File: src/rtl/packed_utf16_to_utf8_encoder_macros.svh
// ----------------------------------------------------------------------------
// Assertion macros for the packed UTF-16 to UTF-8 encoder
// Concurrent checks that compile away under SYNTHESIS.
// ----------------------------------------------------------------------------
`ifndef PACKED_UTF16_TO_UTF8_ENCODER_MACROS_SVH
`define PACKED_UTF16_TO_UTF8_ENCODER_MACROS_SVH

`ifndef SYNTHESIS
`define P2U8_ASSERT(label, clk, rst_n, prop, msg) \
  label: assert property (@(posedge clk) disable iff (!rst_n) prop) else $error(msg);
`define P2U8_ASSERT_NEVER(label, clk, rst_n, cond, msg) \
  label: assert property (@(posedge clk) disable iff (!rst_n) !(cond)) else $error(msg);
`else
`define P2U8_ASSERT(label, clk, rst_n, prop, msg)
`define P2U8_ASSERT_NEVER(label, clk, rst_n, cond, msg)
`endif

`endif

File: src/rtl/p2u8_pkg.sv
// ----------------------------------------------------------------------------
// p2u8_pkg
// Shared types, constants and byte formatting for the UTF-8 encoder.
// ----------------------------------------------------------------------------
`default_nettype none

package p2u8_pkg;

  localparam int unsigned QueueDepth = 4;

  localparam logic [20:0] SuppBase  = 21'h10000;
  localparam logic [7:0]  LeadTwo   = 8'hC0;
  localparam logic [7:0]  LeadThree = 8'hE0;
  localparam logic [7:0]  LeadFour  = 8'hF0;
  localparam logic [7:0]  ContByte  = 8'h80;

  // Byte count minus one.
  typedef enum logic [1:0] {
    LEN_ONE   = 2'd0,
    LEN_TWO   = 2'd1,
    LEN_THREE = 2'd2,
    LEN_FOUR  = 2'd3
  } len_e;

  typedef struct packed {
    logic [20:0] cp;
    len_e        len;
    logic        text_end;
  } entry_t;

  typedef struct packed {
    logic empty;
    logic full;
  } q_status_t;

  // Byte idx (0 = leading byte) of the encoding of e.
  function automatic logic [7:0] utf8_byte(entry_t e, logic [1:0] idx);
    logic [1:0] rem;
    logic [7:0] b;
    rem = 2'(e.len) - idx;
    b   = '0;
    case (rem)
      2'd3: b = LeadFour | {5'b0, e.cp[20:18]};
      2'd2: begin
        if (e.len == LEN_FOUR) b = ContByte | {2'b0, e.cp[17:12]};
        else                   b = LeadThree | {4'b0, e.cp[15:12]};
      end
      2'd1: begin
        if (e.len == LEN_TWO) b = LeadTwo | {3'b0, e.cp[10:6]};
        else                  b = ContByte | {2'b0, e.cp[11:6]};
      end
      default: begin
        if (e.len == LEN_ONE) b = {1'b0, e.cp[6:0]};
        else                  b = ContByte | {2'b0, e.cp[5:0]};
      end
    endcase
    return b;
  endfunction

endpackage

`default_nettype wire

File: src/rtl/p2u8_front.sv
// ----------------------------------------------------------------------------
// p2u8_front
// Accepts code words, forms the code point and the byte count.
// ----------------------------------------------------------------------------
`default_nettype none

module p2u8_front (
  input  logic                push_i,
  input  logic [31:0]         code_word_i,
  input  logic                text_end_i,
  input  logic                q_full_i,
  output logic                q_wr_o,
  output p2u8_pkg::entry_t    q_entry_o
);
  import p2u8_pkg::*;

  logic [9:0] hi_payload;
  logic [9:0] lo_payload;

  assign hi_payload = code_word_i[25:16];
  assign lo_payload = code_word_i[9:0];

  assign q_wr_o = push_i && !q_full_i;

  always_comb begin
    q_entry_o.text_end = text_end_i;
    if (code_word_i[31:16] != 16'h0) begin
      // Surrogate pair: tag bits ignored.
      q_entry_o.cp  = SuppBase + {1'b0, hi_payload, lo_payload};
      q_entry_o.len = LEN_FOUR;
    end else begin
      q_entry_o.cp = {5'b0, code_word_i[15:0]};
      if (code_word_i[15:11] != 5'h0)     q_entry_o.len = LEN_THREE;
      else if (code_word_i[10:7] != 4'h0) q_entry_o.len = LEN_TWO;
      else                                q_entry_o.len = LEN_ONE;
    end
  end

endmodule

`default_nettype wire

File: src/rtl/p2u8_queue.sv
// ----------------------------------------------------------------------------
// p2u8_queue
// Small FIFO of classified words between the front and the back.
// ----------------------------------------------------------------------------
`default_nettype none

`include "packed_utf16_to_utf8_encoder_macros.svh"

module p2u8_queue #(
  parameter int unsigned DEPTH = p2u8_pkg::QueueDepth
) (
  input  logic                clk_i,
  input  logic                rst_ni,
  input  logic                wr_i,
  input  p2u8_pkg::entry_t    wr_entry_i,
  input  logic                rd_i,
  output p2u8_pkg::entry_t    rd_entry_o,
  output p2u8_pkg::q_status_t status_o
);
  import p2u8_pkg::*;

  localparam int unsigned PtrW = (DEPTH > 1) ? $clog2(DEPTH) : 1;
  localparam int unsigned CntW = $clog2(DEPTH + 1);

  entry_t            mem_q [DEPTH];
  logic [PtrW-1:0]   wr_ptr_q, wr_ptr_d;
  logic [PtrW-1:0]   rd_ptr_q, rd_ptr_d;
  logic [CntW-1:0]   count_q, count_d;
  logic              do_wr, do_rd;

  assign status_o.empty = (count_q == '0);
  assign status_o.full  = (count_q == CntW'(DEPTH));
  assign do_wr = wr_i && !status_o.full;
  assign do_rd = rd_i && !status_o.empty;
  assign rd_entry_o = mem_q[rd_ptr_q];

  always_comb begin
    wr_ptr_d = wr_ptr_q;
    rd_ptr_d = rd_ptr_q;
    count_d  = count_q;
    if (do_wr) begin
      wr_ptr_d = (wr_ptr_q == PtrW'(DEPTH - 1)) ? '0 : wr_ptr_q + 1'b1;
    end
    if (do_rd) begin
      rd_ptr_d = (rd_ptr_q == PtrW'(DEPTH - 1)) ? '0 : rd_ptr_q + 1'b1;
    end
    if (do_wr && !do_rd)      count_d = count_q + 1'b1;
    else if (!do_wr && do_rd) count_d = count_q - 1'b1;
  end

  always_ff @(posedge clk_i or negedge rst_ni) begin
    if (!rst_ni) begin
      wr_ptr_q <= '0;
      rd_ptr_q <= '0;
      count_q  <= '0;
    end else begin
      wr_ptr_q <= wr_ptr_d;
      rd_ptr_q <= rd_ptr_d;
      count_q  <= count_d;
    end
  end

  always_ff @(posedge clk_i) begin
    if (do_wr) begin
      mem_q[wr_ptr_q] <= wr_entry_i;
    end
  end

  `P2U8_ASSERT_NEVER(a_count_range, clk_i, rst_ni, count_q > CntW'(DEPTH), "queue overfilled")
  `P2U8_ASSERT(a_count_up, clk_i, rst_ni,
               do_wr && !do_rd |=> count_q == $past(count_q) + 1'b1,
               "queue count did not advance")
  `P2U8_ASSERT(a_count_down, clk_i, rst_ni,
               !do_wr && do_rd |=> count_q == $past(count_q) - 1'b1,
               "queue count did not drop")

endmodule

`default_nettype wire

File: src/rtl/p2u8_back.sv
// ----------------------------------------------------------------------------
// p2u8_back
// Walks each queued word byte by byte into the output register.
// ----------------------------------------------------------------------------
`default_nettype none

`include "packed_utf16_to_utf8_encoder_macros.svh"

module p2u8_back (
  input  logic                clk_i,
  input  logic                rst_ni,
  input  p2u8_pkg::entry_t    q_entry_i,
  input  logic                q_empty_i,
  output logic                q_rd_o,
  input  logic                pop_i,
  output logic                empty_o,
  output logic [7:0]          utf8_byte_o,
  output logic                item_last_o,
  output logic                text_last_o
);
  import p2u8_pkg::*;

  logic       out_valid_q;
  logic [7:0] byte_q;
  logic       item_last_q, text_last_q;
  logic [1:0] idx_q, idx_d;
  logic       load, take, is_last;

  // Output register is free when empty or being taken this cycle.
  assign load    = !out_valid_q || pop_i;
  assign take    = load && !q_empty_i;
  assign is_last = (idx_q == 2'(q_entry_i.len));
  assign q_rd_o  = take && is_last;
  assign idx_d   = is_last ? 2'd0 : idx_q + 2'd1;

  always_ff @(posedge clk_i or negedge rst_ni) begin
    if (!rst_ni) begin
      out_valid_q <= 1'b0;
      idx_q       <= 2'd0;
    end else begin
      if (load) out_valid_q <= !q_empty_i;
      if (take) idx_q <= idx_d;
    end
  end

  always_ff @(posedge clk_i) begin
    if (take) begin
      byte_q      <= utf8_byte(q_entry_i, idx_q);
      item_last_q <= is_last;
      text_last_q <= is_last && q_entry_i.text_end;
    end
  end

  assign empty_o     = !out_valid_q;
  assign utf8_byte_o = byte_q;
  assign item_last_o = item_last_q;
  assign text_last_o = text_last_q;

  `P2U8_ASSERT(a_mid_word_queued, clk_i, rst_ni,
               idx_q != 2'd0 |-> !q_empty_i,
               "byte walk without queued word")
  `P2U8_ASSERT(a_text_on_item_end, clk_i, rst_ni,
               out_valid_q && text_last_q |-> item_last_q,
               "text end off word end")
  `P2U8_ASSERT_NEVER(a_rd_from_empty, clk_i, rst_ni, q_rd_o && q_empty_i, "read from empty queue")

endmodule

`default_nettype wire

File: src/rtl/packed_utf16_to_utf8_encoder.sv
// ----------------------------------------------------------------------------
// packed_utf16_to_utf8_encoder
// Converts 32-bit packed UTF-16 code words into a stream of UTF-8 bytes.
// ----------------------------------------------------------------------------
//  Channel  | Handshake       | Payload
//  ---------+-----------------+----------------------------------------
//  input    | push / full     | code_word_i[31:0], text_end_i
//  output   | pop / empty     | utf8_byte_o[7:0], item_last_o, text_last_o
//
//  A word is accepted into a queue of DEPTH entries; full rises
//  only when the queue holds DEPTH words.
//  The output side drains one byte per cycle while pop is held; a word gives
//  1 to 4 bytes there; the single byte-walk unit sets the sustained rate.
//  With the queue empty and the output free, a word is written into the queue
//  and its first byte is then registered in the output register.
//  A withheld pop stalls only the output register; the queue keeps taking words until full.
//  Reset clears the queue and the output valid flag at once.
// ----------------------------------------------------------------------------
`default_nettype none

module packed_utf16_to_utf8_encoder #(
  parameter int unsigned DEPTH = p2u8_pkg::QueueDepth
) (
  input  logic        clk_i,
  input  logic        rst_ni,
  input  logic        push,
  output logic        full,
  input  logic [31:0] code_word_i,
  input  logic        text_end_i,
  input  logic        pop,
  output logic        empty,
  output logic [7:0]  utf8_byte_o,
  output logic        item_last_o,
  output logic        text_last_o
);
  import p2u8_pkg::*;

  entry_t    wr_entry, rd_entry;
  q_status_t q_status;
  logic      q_wr, q_rd;

  assign full = q_status.full;

  p2u8_front u_front (
    .push_i      (push),
    .code_word_i (code_word_i),
    .text_end_i  (text_end_i),
    .q_full_i    (q_status.full),
    .q_wr_o      (q_wr),
    .q_entry_o   (wr_entry)
  );

  p2u8_queue #(
    .DEPTH (DEPTH)
  ) u_queue (
    .clk_i      (clk_i),
    .rst_ni     (rst_ni),
    .wr_i       (q_wr),
    .wr_entry_i (wr_entry),
    .rd_i       (q_rd),
    .rd_entry_o (rd_entry),
    .status_o   (q_status)
  );

  p2u8_back u_back (
    .clk_i       (clk_i),
    .rst_ni      (rst_ni),
    .q_entry_i   (rd_entry),
    .q_empty_i   (q_status.empty),
    .q_rd_o      (q_rd),
    .pop_i       (pop),
    .empty_o     (empty),
    .utf8_byte_o (utf8_byte_o),
    .item_last_o (item_last_o),
    .text_last_o (text_last_o)
  );

endmodule

`default_nettype wire
File: config.mk
export PLATFORM = sky130hd
export DESIGN_NAME = packed_utf16_to_utf8_encoder
export DESIGN_NICKNAME = d
export VERILOG_FILES = /design/src/rtl/p2u8_pkg.sv /design/src/rtl/p2u8_front.sv /design/src/rtl/p2u8_queue.sv /design/src/rtl/p2u8_back.sv /design/src/rtl/packed_utf16_to_utf8_encoder.sv
export VERILOG_INCLUDE_DIRS = /design/src /design/src/rtl
export SDC_FILE = /design/constraint.sdc
export NUM_CORES = 1
export LEC_CHECK = 0
export BUFFER_PORTS_ARGS = -buffer_cell sky130_fd_sc_hd__buf_2
export CAP_MARGIN = 20
export CORE_MARGIN = 5
export CORE_UTILIZATION = 55
export CTS_BUF_LIST = sky130_fd_sc_hd__clkbuf_4 sky130_fd_sc_hd__clkbuf_8
export DETAILED_ROUTE_END_ITERATION = 8
export PLACE_DENSITY = 0.8
export SYNTH_ARGS = -nofsm -noshare
export SYNTH_HDL_FRONTEND = slang
export SYNTH_HIERARCHICAL = 1
export SYNTH_SLANG_ARGS = --single-unit
File: constraint.sdc
create_clock -name clk_i -period 4.9 [get_ports clk_i]
set_input_delay 0.98 -clock clk_i [delete_from_list [all_inputs] [get_ports clk_i]]
set_output_delay 0.98 -clock clk_i [all_outputs]
set_load 0.005 [all_outputs]
# Word level (Yosys, flattened, before mapping)
# Memory sizes are Yosys's and may differ from the RTL's.
# Cells that the tools add are included.
[word_totals] memories=1 inputBits=37 ff_bits=20 word_cells=59 output_inout_bits=12 ram_bits=96
[op_classes] addsub=7 n_reduce_logical=20 mux=14 eq_ne=9
[mem_list] name="u_queue.mem_q" words=4 word_bits=24 rd=1 rd_ports_with_merged_regs=0 wr=1 line_no="p2u8_queue.sv:25" text="entry_t mem_q [DEPTH];"
[ops] op="$pmux 8 s3" count=1
[ops] op="$mux 23" count=1
[ops] op="$add 17x20->21 const A" count=1
[ops] op="$reduce_bool 16->1" count=1
[ops] op="$mux 7" count=2
[ops] op="$eq 2x2->1 const B" count=5
[ops] op="$logic_and 1x1->1" count=8
[ops] op="$mux 2" count=4
[ops] op="$mux 8" count=1
[ops] op="$add 2x1->2 const B" count=3
[ops] op="$mux 3" count=2
[ops] op="$logic_not 1->1" count=5
[ops] op="$reduce_bool 5->1" count=1
[ops] op="$eq 2x1->1 const B" count=2
[ops] op="$reduce_bool 4->1" count=1
[ops] op="$add 3x1->3 const B" count=1
[ops] op="$eq 3x3->1 const B" count=1
[ops] op="$logic_not 3->1" count=1
[ops] op="$mux 1" count=3
[ops] op="$sub 3x1->3 const B" count=1
[ops] op="$eq 2x2->1" count=1
[ops] op="$logic_not 2->1" count=1
[ops] op="$reduce_bool 2->1" count=1
[ops] op="$sub 2x2->2" count=1
[ops] op="$logic_or 1x1->1" count=1

# Depth between registers and ports, before layout
# Gate-level depths: netlist of the first run.
[depth] depth_word=8 mapped_depth=14 depth_no_buf=12

# Hierarchy
# The synthesis of the first run kept the hierarchy.
[by_module_without_submodules] mod="p2u8_queue" seq_area_each_um2=3057.9 cells_per_inst=163 n_inst=1 area_per_inst_um2=3910.0
[by_module_without_submodules] mod="p2u8_back" seq_area_each_um2=375.4 cells_per_inst=70 n_inst=1 area_per_inst_um2=784.5
[by_module_without_submodules] mod="p2u8_front" seq_area_each_um2=0.0 cells_per_inst=40 n_inst=1 area_per_inst_um2=295.3

# Least setup slack after synthesis of the first run
# OpenSTA, ideal clock, no wires.
[synth_timing] path_kind="flip-flop to flip-flop" startpoint="reg u_queue.rd_ptr_q[0]" endpoint="reg u_queue.count_q[2]" stages_incl_launch_ff=15 slack_ns=1.827 period_less_slack_ns=3.073 t_arrival_ns=2.993 n_path_buf=2 t_required_ns=4.821 setup_time_ns=0.079 path_cell_list="dfrtp_1 buf_4 buf_6 mux4_2 inv_1 ha_1 and2_1 and2_1 o31ai_2 ha_1 inv_1 fa_1 xor2_1 nor2_1 xor2_1"
[synth_lines] item="start, declared" line_no="p2u8_queue.sv:27" text="logic [PtrW-1:0] rd_ptr_q, rd_ptr_d;"
[synth_lines] item="start signal, assigned" line_no="p2u8_queue.sv:58" text="rd_ptr_q <= rd_ptr_d;"
[synth_lines] item="end signal, assigned" line_no="p2u8_queue.sv:59" text="count_q <= count_d;"
[synth_lines] item="end, declared" line_no="p2u8_queue.sv:28" text="logic [CntW-1:0] count_q, count_d;"

==> results.md, run 1 <==
- Pre-antenna DRT Iters: 4
- Status: completed
- Final total power: 3.64 mW
- CTS HTree Levels: 4
- Via density: 5.77
- Post-CTS sizing: 0
- Antenna-violating nets left: 0
- PwrDens: 641 nW/um2
- Inserted Diodes: 0
- Fraction of layout cells with a size suffix above 1: 35.1%
- Internal: 2.54 mW
- Layout area overhead: 13.8%
- Synth top area cells: edfxtp_1 64%, mux4_2 11%, dfrtp_1 5.0%
- Critical Path AT: 3.60 ns
- Area leader, netlist: edfxtp_1
- Cell at the slowest stage of the critical path: mux4_2
- Tcrit/Tclk final: 66.3%
- Hold-fix buffers, CTS: 0
- Least-Margin Pin Slew: 0.808 ns
- Worst setup path startpoint: u_queue/rd_ptr_q[1]
- Post-route cell area: 5680 um2
- Fin crit period: 3.25 ns
- Fmax: 308 MHz
- Crit path largest cell delay: 0.42 ns
- Max clock buf depth: 2
- Switching share of power: 30.2%
- FF-to-FF End: u_queue/count_q[2]
- Initial antenna violation count: 0
- WHS: 0.401 ns
- Clock Skew: 0.00890 ns
- Yosys top cell area share: 63.8%
- Placed cells: 412
- Die area: 11100 um2
- Fill cells: 587
- Post-DR wirelength/cell: 20.0 um
- WS Path Type: reg2reg
- Residual DRC: 0
- GPL Wtd Cong: 0.783
- Vias: 2561
- CP Cell Sequence: buf_4, mux4_2, inv_1, ha_1, and2_1, and2_1, o31ai_2, ha_1, inv_1, fa_1, xor2_1, nor2_1, xor2_1
- CTS buffer count: 17
- Peak VDD IR: 276 uV
- Core area: 8760 um2
- Seq cells post-synth: 116
- Worst-Skew Late Latency: 0.42 ns
- Reg power frac: 40.8%
- Post-Syn Area per Cell: 18.3 um2
- Vias in the first global route: 2704
- Hold Crit Class: in2async
- Comb pwr share: 32.7%
- Syn_nets: 320
- Util after Layout: 64.8%
- Slew HR: 46.0%
- Root Buffer: clkbuf_8
- Netlist cell types: 47
- Synth Warn #: 6
- CTS tree: yes
- Port Buf Inserts: 48
- Synth Cell Area: 4990 um2
- Final setup fails: 0
- Die height: 105 um
- Sw power: 1.10 mW
- R2R setup slack: 1.65 ns
- Starting Density: 56.9%
- Final hold vios: 0
- Tot GR Track Use: 17.3%
- Setup TNS Final: 0 ns
- Seq/Total Area, Yosys: 68.8%
- Boundary pin count: 49
- Leak: 2.10 nW
- Most frequent cells in the layout: 106 x edfxtp_1, 48 x buf_2, 24 x mux4_2
- Crit Reg-Reg Startpoint: u_queue/rd_ptr_q[1]
- Final wirelength: 8880 um
- Mapped Cells: 273
- WP data required: 5.25 ns
- DR iter-0 viols: 162
- Final nets: 370
- DP HPWL: 5830 um
- GRT overflow: 0
- Place WS: 1.62 ns
- Fin worst setup slack: 1.65 ns
- CP max FO: 26
- Final Max Tran Viols: 0
- Commonest non-fill, non-tap cell in the layout: edfxtp_1
- Crit start category: flop
- Unrepaired setup endpoints after global routing: false
- Reg clk slew, reported paths: 0.07 ns
- First-pass GRT wire length: 14300 um
- CP endpoint kind: flop
- Post-CTS setup buffers: 0
- Row count: 34
- Worst Reg2Reg Path Length in Cells: 13
- Cell area after placement: 5240 um2
- MaxCap Viol Count: 0
- Clock Power Share: 26.5%
- Largest net degree at the start of global routing: 27
- Sink Count: 116
- Non-filler cells, final: 444
- Worst Setup EP: u_queue/count_q[2]
- Die width: 105 um
-- kinds of logic (layout without fill, tap and decap cells) --
kind of cell               Yosys count  count (layout)  share of synthesized area (%)
DFF                                116             116                           68.8
and+or+nand+nor                     45              45                           5.27
muxes                               38              38                           13.9
buffers and inverters               33              96                           4.14
AOI/OAI and AO/OA                   22              22                           3.39
adders and majority gates           10              10                           2.66
xor gates and xnor gates             9               9                           1.86
-- worst min-delay path by stage --
| stage | start | to | slack, ns | cells past startpoint |
|---|---|---|---|---|
| 2_1_floorplan | u_queue/count_q[2] | u_queue/count_q[2] | 0.49 | 1 |
| 3_3_place_gp | u_back/out_valid_q | u_back/out_valid_q | 0.53 | 2 |
| 3_5_place_dp | u_queue/count_q[2] | u_queue/count_q[2] | 0.53 | 1 |
| 4_1_cts | rst_ni | u_queue/count_q[2] | 0.39 | 1 |
| 5_1_grt | rst_ni | u_queue/count_q[0] | 0.40 | 1 |
| 6_report | rst_ni | u_queue/count_q[2] | 0.40 | 1 |
-- power by group through the flow --
stage / combinational, mW / clock (mW) / sequential, mW
global placement: 1.17 / 0 / 1.49
finish: 1.19 / 0.963 / 1.49
floorplan: 0.926 / 0 / 1.47
CTS: 1.20 / 0.978 / 1.49
detailed placement: 1.19 / 0 / 1.51
global route: 1.32 / 1.03 / 1.51
-- cell usage after synthesis (all sizes together) --
library cell and instances:
o31ai 2, o211ai 1, a211oi 1, edfxtp 106, nand2 7, clkbuf 2, o41ai 1, mux2i 10
nor2 6, nand2b 1, or4 2, a211o 1, or2 1, xnor2 5, nand3 4, nor4b 1
and2 6, xnor3 1, fa 1, mux4 24, a21o 7, o21ai 3, ha 9, xor2 3
dfrtp 10, a221oi 1, a31oi 1, mux2 4, a32o 1, a21oi 2, inv 10, nor3 3
or3 1, o22ai 1, and2b 1, and3 2, nor2b 4, nor3b 1, buf 21, and4 2
nor4 3
-- state kept, by name, summed over array words and instances (netlist names), 2 cells and up --
signal	flops
u_back/utf8_byte_o	8
u_queue/mem_q	96
u_queue/count_q	3
u_back/idx_q	2
u_queue/rd_ptr_q	2
u_queue/wr_ptr_q	2
-- critical path: cells and delay by family (launching register included) --
kind                       cells  cell delay, ns
adders and majority gates      3            1.01
buffers and inverters          3            0.51
and+or+nand+nor                3            0.50
muxes                          1            0.42
DFF                            1            0.33
xor gates and xnor gates       2            0.30
AOI/OAI and AO/OA              1            0.10
-- metal layers --
metal  part of all wire (%)  track usage [%]
met1                     41             23.8
met2                     49             26.1
met3                    8.3             4.52
met4                    2.1             8.13
met5                      0                0
-- area by class of cell --
type / instances / area, um2 / share of cell area [%]
well taps: 108 / 135 / 2.38
repair buffers: 54 / 285 / 5.02
clock buffers: 19 / 249 / 4.39
inverters: 10 / 37.5 / 0.661
flip-flops and latches: 116 / 3430 / 60.5
multi-input cells: 124 / 1350 / 23.8
clock inverters: 13 / 188 / 3.31
(Power assumes the default switching activity.)
==> run 2: changes to the inputs <==
PLACE_DENSITY = 0.83   (was 0.8)
clock period = 2.6 ns   (was 4.9 ns; I/O delays follow)
==> results.md, run 2 (same netlist as run 1, synthesis figures left out) <==
- Vias: 2593 (was 2561)
- Fraction of layout cells with a size suffix above 1: 40.7% (was 35.1%)
- Met3 WL post-DR: 589 um (was 733 um)
- Fin crit period: 2.61 ns (was 3.25 ns)
- Max clock buf depth: 2 (unchanged)
- Met2 wire len: 4520 um (was 4320 um)
- Leak: 2.17 nW (was 2.10 nW)
- Die width: 105 um (unchanged)
- Critical Path AT: 2.95 ns (was 3.60 ns)
- Fin worst setup slack: -0.00841 ns (was 1.65 ns)
- GRT overflow: 0 (unchanged)
- Hold Crit Class: in2reg (was in2async)
- Most frequent cells in the layout: 106 x edfxtp_1, 48 x buf_2, 25 x buf_4 (was 106 x edfxtp_1, 48 x buf_2, 24 x mux4_2)
- Largest register FFs: 96 (unchanged)
- WS Path Type: reg2reg (unchanged)
- Initial antenna violation count: 0 (unchanged)
- Crit start category: flop (unchanged)
- CP max FO: 3 (was 26)
- Fill cells: 579 (was 587)
- Clock Skew: 0.0108 ns (was 0.00890 ns)
- Wl on met1: 3620 um (was 3630 um)
- Status: finished with violations (was completed)
- CP Cell Sequence: mux4_2, inv_2, ha_4, and2_4, and2_4, o31ai_4, ha_2, inv_2, fa_2, xor2_1, nor2_1, xor2_1 (was buf_4, mux4_2, inv_1, ha_1, and2_1, and2_1, o31ai_2, ha_1, inv_1, fa_1, xor2_1, nor2_1, xor2_1)
- Cell at the slowest stage of the critical path: mux4_2 (unchanged)
- Residual DRC: 0 (unchanged)
- Inserted Diodes: 0 (unchanged)
- Vias in the first global route: 2876 (was 2704)
- Die area: 11100 um2 (unchanged)
- Worst-Skew Late Latency: 0.41 ns (was 0.42 ns)
- Core area: 8760 um2 (unchanged)
- Peak VDD IR: 478 uV (was 276 uV)
- Sink Count: 116 (unchanged)
- MaxCap Viol Count: 0 (unchanged)
- DR iter-0 viols: 147 (was 162)
- CTS buffer count: 17 (unchanged)
- Crit path largest cell delay: 0.53 ns (was 0.42 ns)
- Unrepaired setup endpoints after global routing: true (was false)
- GPL Wtd Cong: 0.744 (was 0.783)
- CTS HTree Levels: 4 (unchanged)
- Reg clk slew, reported paths: 0.07 ns (about the same)
- Starting Density: 56.9% (unchanged)
- Port Buf Inserts: 48 (unchanged)
- Final hold vios: 0 (unchanged)
- CTS tree: yes (unchanged)
- Least-Margin Pin Slew: 0.414 ns (was 0.808 ns)
- WP data required: 2.94 ns (was 5.25 ns)
- Final Max Tran Viols: 0 (unchanged)
- Pre-antenna DRT Iters: 4 (unchanged)
- Cell area after placement: 5390 um2 (was 5240 um2)
- PwrDens: 1190 nW/um2 (was 641 nW/um2)
- Bufs and invs on worst path: 2 (was 3)
- Fmax: 383 MHz (was 308 MHz)
- DP HPWL: 6000 um (was 5830 um)
- Root Buffer: clkbuf_8 (unchanged)
- Tot GR Track Use: 17.3% (about the same)
- Post-route cell area: 5800 um2 (was 5680 um2)
- Commonest non-fill, non-tap cell in the layout: edfxtp_1 (unchanged)
- Slew HR: 72.2% (was 46.0%)
- Tcrit/Tclk final: 100% (was 66.3%)
- First-pass GRT wire length: 14400 um (was 14300 um)
- Final setup fails: 1 (was 0)
- Largest net degree at the start of global routing: 25 (was 27)
- Setup TNS Final: -0.00841 ns (was 0 ns)
- Post-DR wirelength/cell: 18.9 um (was 20.0 um)
- CP delay by family, top: adder cells (unchanged)
- Failing checks: setup timing
- Biggest register: u_queue/mem_q (unchanged)
- CP endpoint kind: flop (unchanged)
- Boundary pin count: 49 (unchanged)
- Antenna-violating nets left: 0 (unchanged)
- Via density: 5.59 (was 5.77)
- Layout area overhead: 16.3% (was 13.8%)
- Final nets: 390 (was 370)
- Die height: 105 um (unchanged)
- Row count: 34 (unchanged)
- Final wirelength: 8790 um (was 8880 um)
- Top layer in use: met4 (unchanged)
-- run 2: cell types whose count changed in the layout (fill, tap and decap cells not counted), moves of 2 or more --
cell,change
buf_4,+19
bufinv_16,-3
and2_1,-2
and2_4,+2
clkinv_4,+2
ha_1,-2
inv_1,-2
inv_2,+2
-- run 2: final cells by class --
| type | instances | area [um2] | area share, % |
|---|---|---|---|
| clock inverters | 13 | 116 | 2.01 |
| flip-flops and latches | 116 | 3430 | 59.2 |
| repair buffers | 74 | 438 | 7.55 |
| well taps | 108 | 135 | 2.33 |
| inverters | 10 | 37.5 | 0.647 |
| multi-input cells | 124 | 1390 | 24.0 |
| clock buffers | 19 | 249 | 4.29 |
-- run 2: worst paths after layout --
check,start,end,slack (ns),depth (start not counted)
worst max-delay path,u_queue/rd_ptr_q[0],u_queue/count_q[2],-0.008,12
worst min-delay path,code_word_i[4],u_queue/mem_q[0][7],0.33,1
worst max register to register,u_queue/rd_ptr_q[0],u_queue/count_q[2],-0.008,12
worst min register to register,u_back/out_valid_q,u_back/out_valid_q,0.56,2
max in group asynchronous,rst_ni,u_queue/rd_ptr_q[0],1.87,2
min in group asynchronous,rst_ni,u_queue/count_q[2],0.50,2
-- run 2: power breakdown --
part | switching (mW) | internal [mW]
logic | 1.27 | 1.32
registers | 0.202 | 2.61
clock network | 0.657 | 0.850
total | 2.13 | 4.78
-- run 2: per-layer routing --
layer / track usage [%] / vias to the layer above
li1: - / 1207
met4: 5.48 / 0
met5: 0 / -
met3: 5.26 / 8
met2: 29.1 / 97
met1: 21.5 / 1281
-- run 2: repair_timing --
action	in CTS	in global routing
endpoints found under the hold margin	10	0
pin swaps	1	0
gates resized for setup	2	0
hold buffers	1	0
endpoints found under the setup margin	2	2
buffers inserted	3	2
-- run 2: stage by stage --
step	hold slack [ns]	power, mW	utilization (%)	setup WS (ns)	std cells
after floorplan	0.224	4.62	-	-0.306	273
after detailed placement	0.396	5.38	61.5	-0.107	426
after global placement	0.396	5.22	61.5	-0.0151	426
after global routing	0.295	7.33	66.2	-0.105	464
after CTS	0.298	6.95	66.0	-0.0222	462
final	0.325	6.91	66.2	-0.00841	464
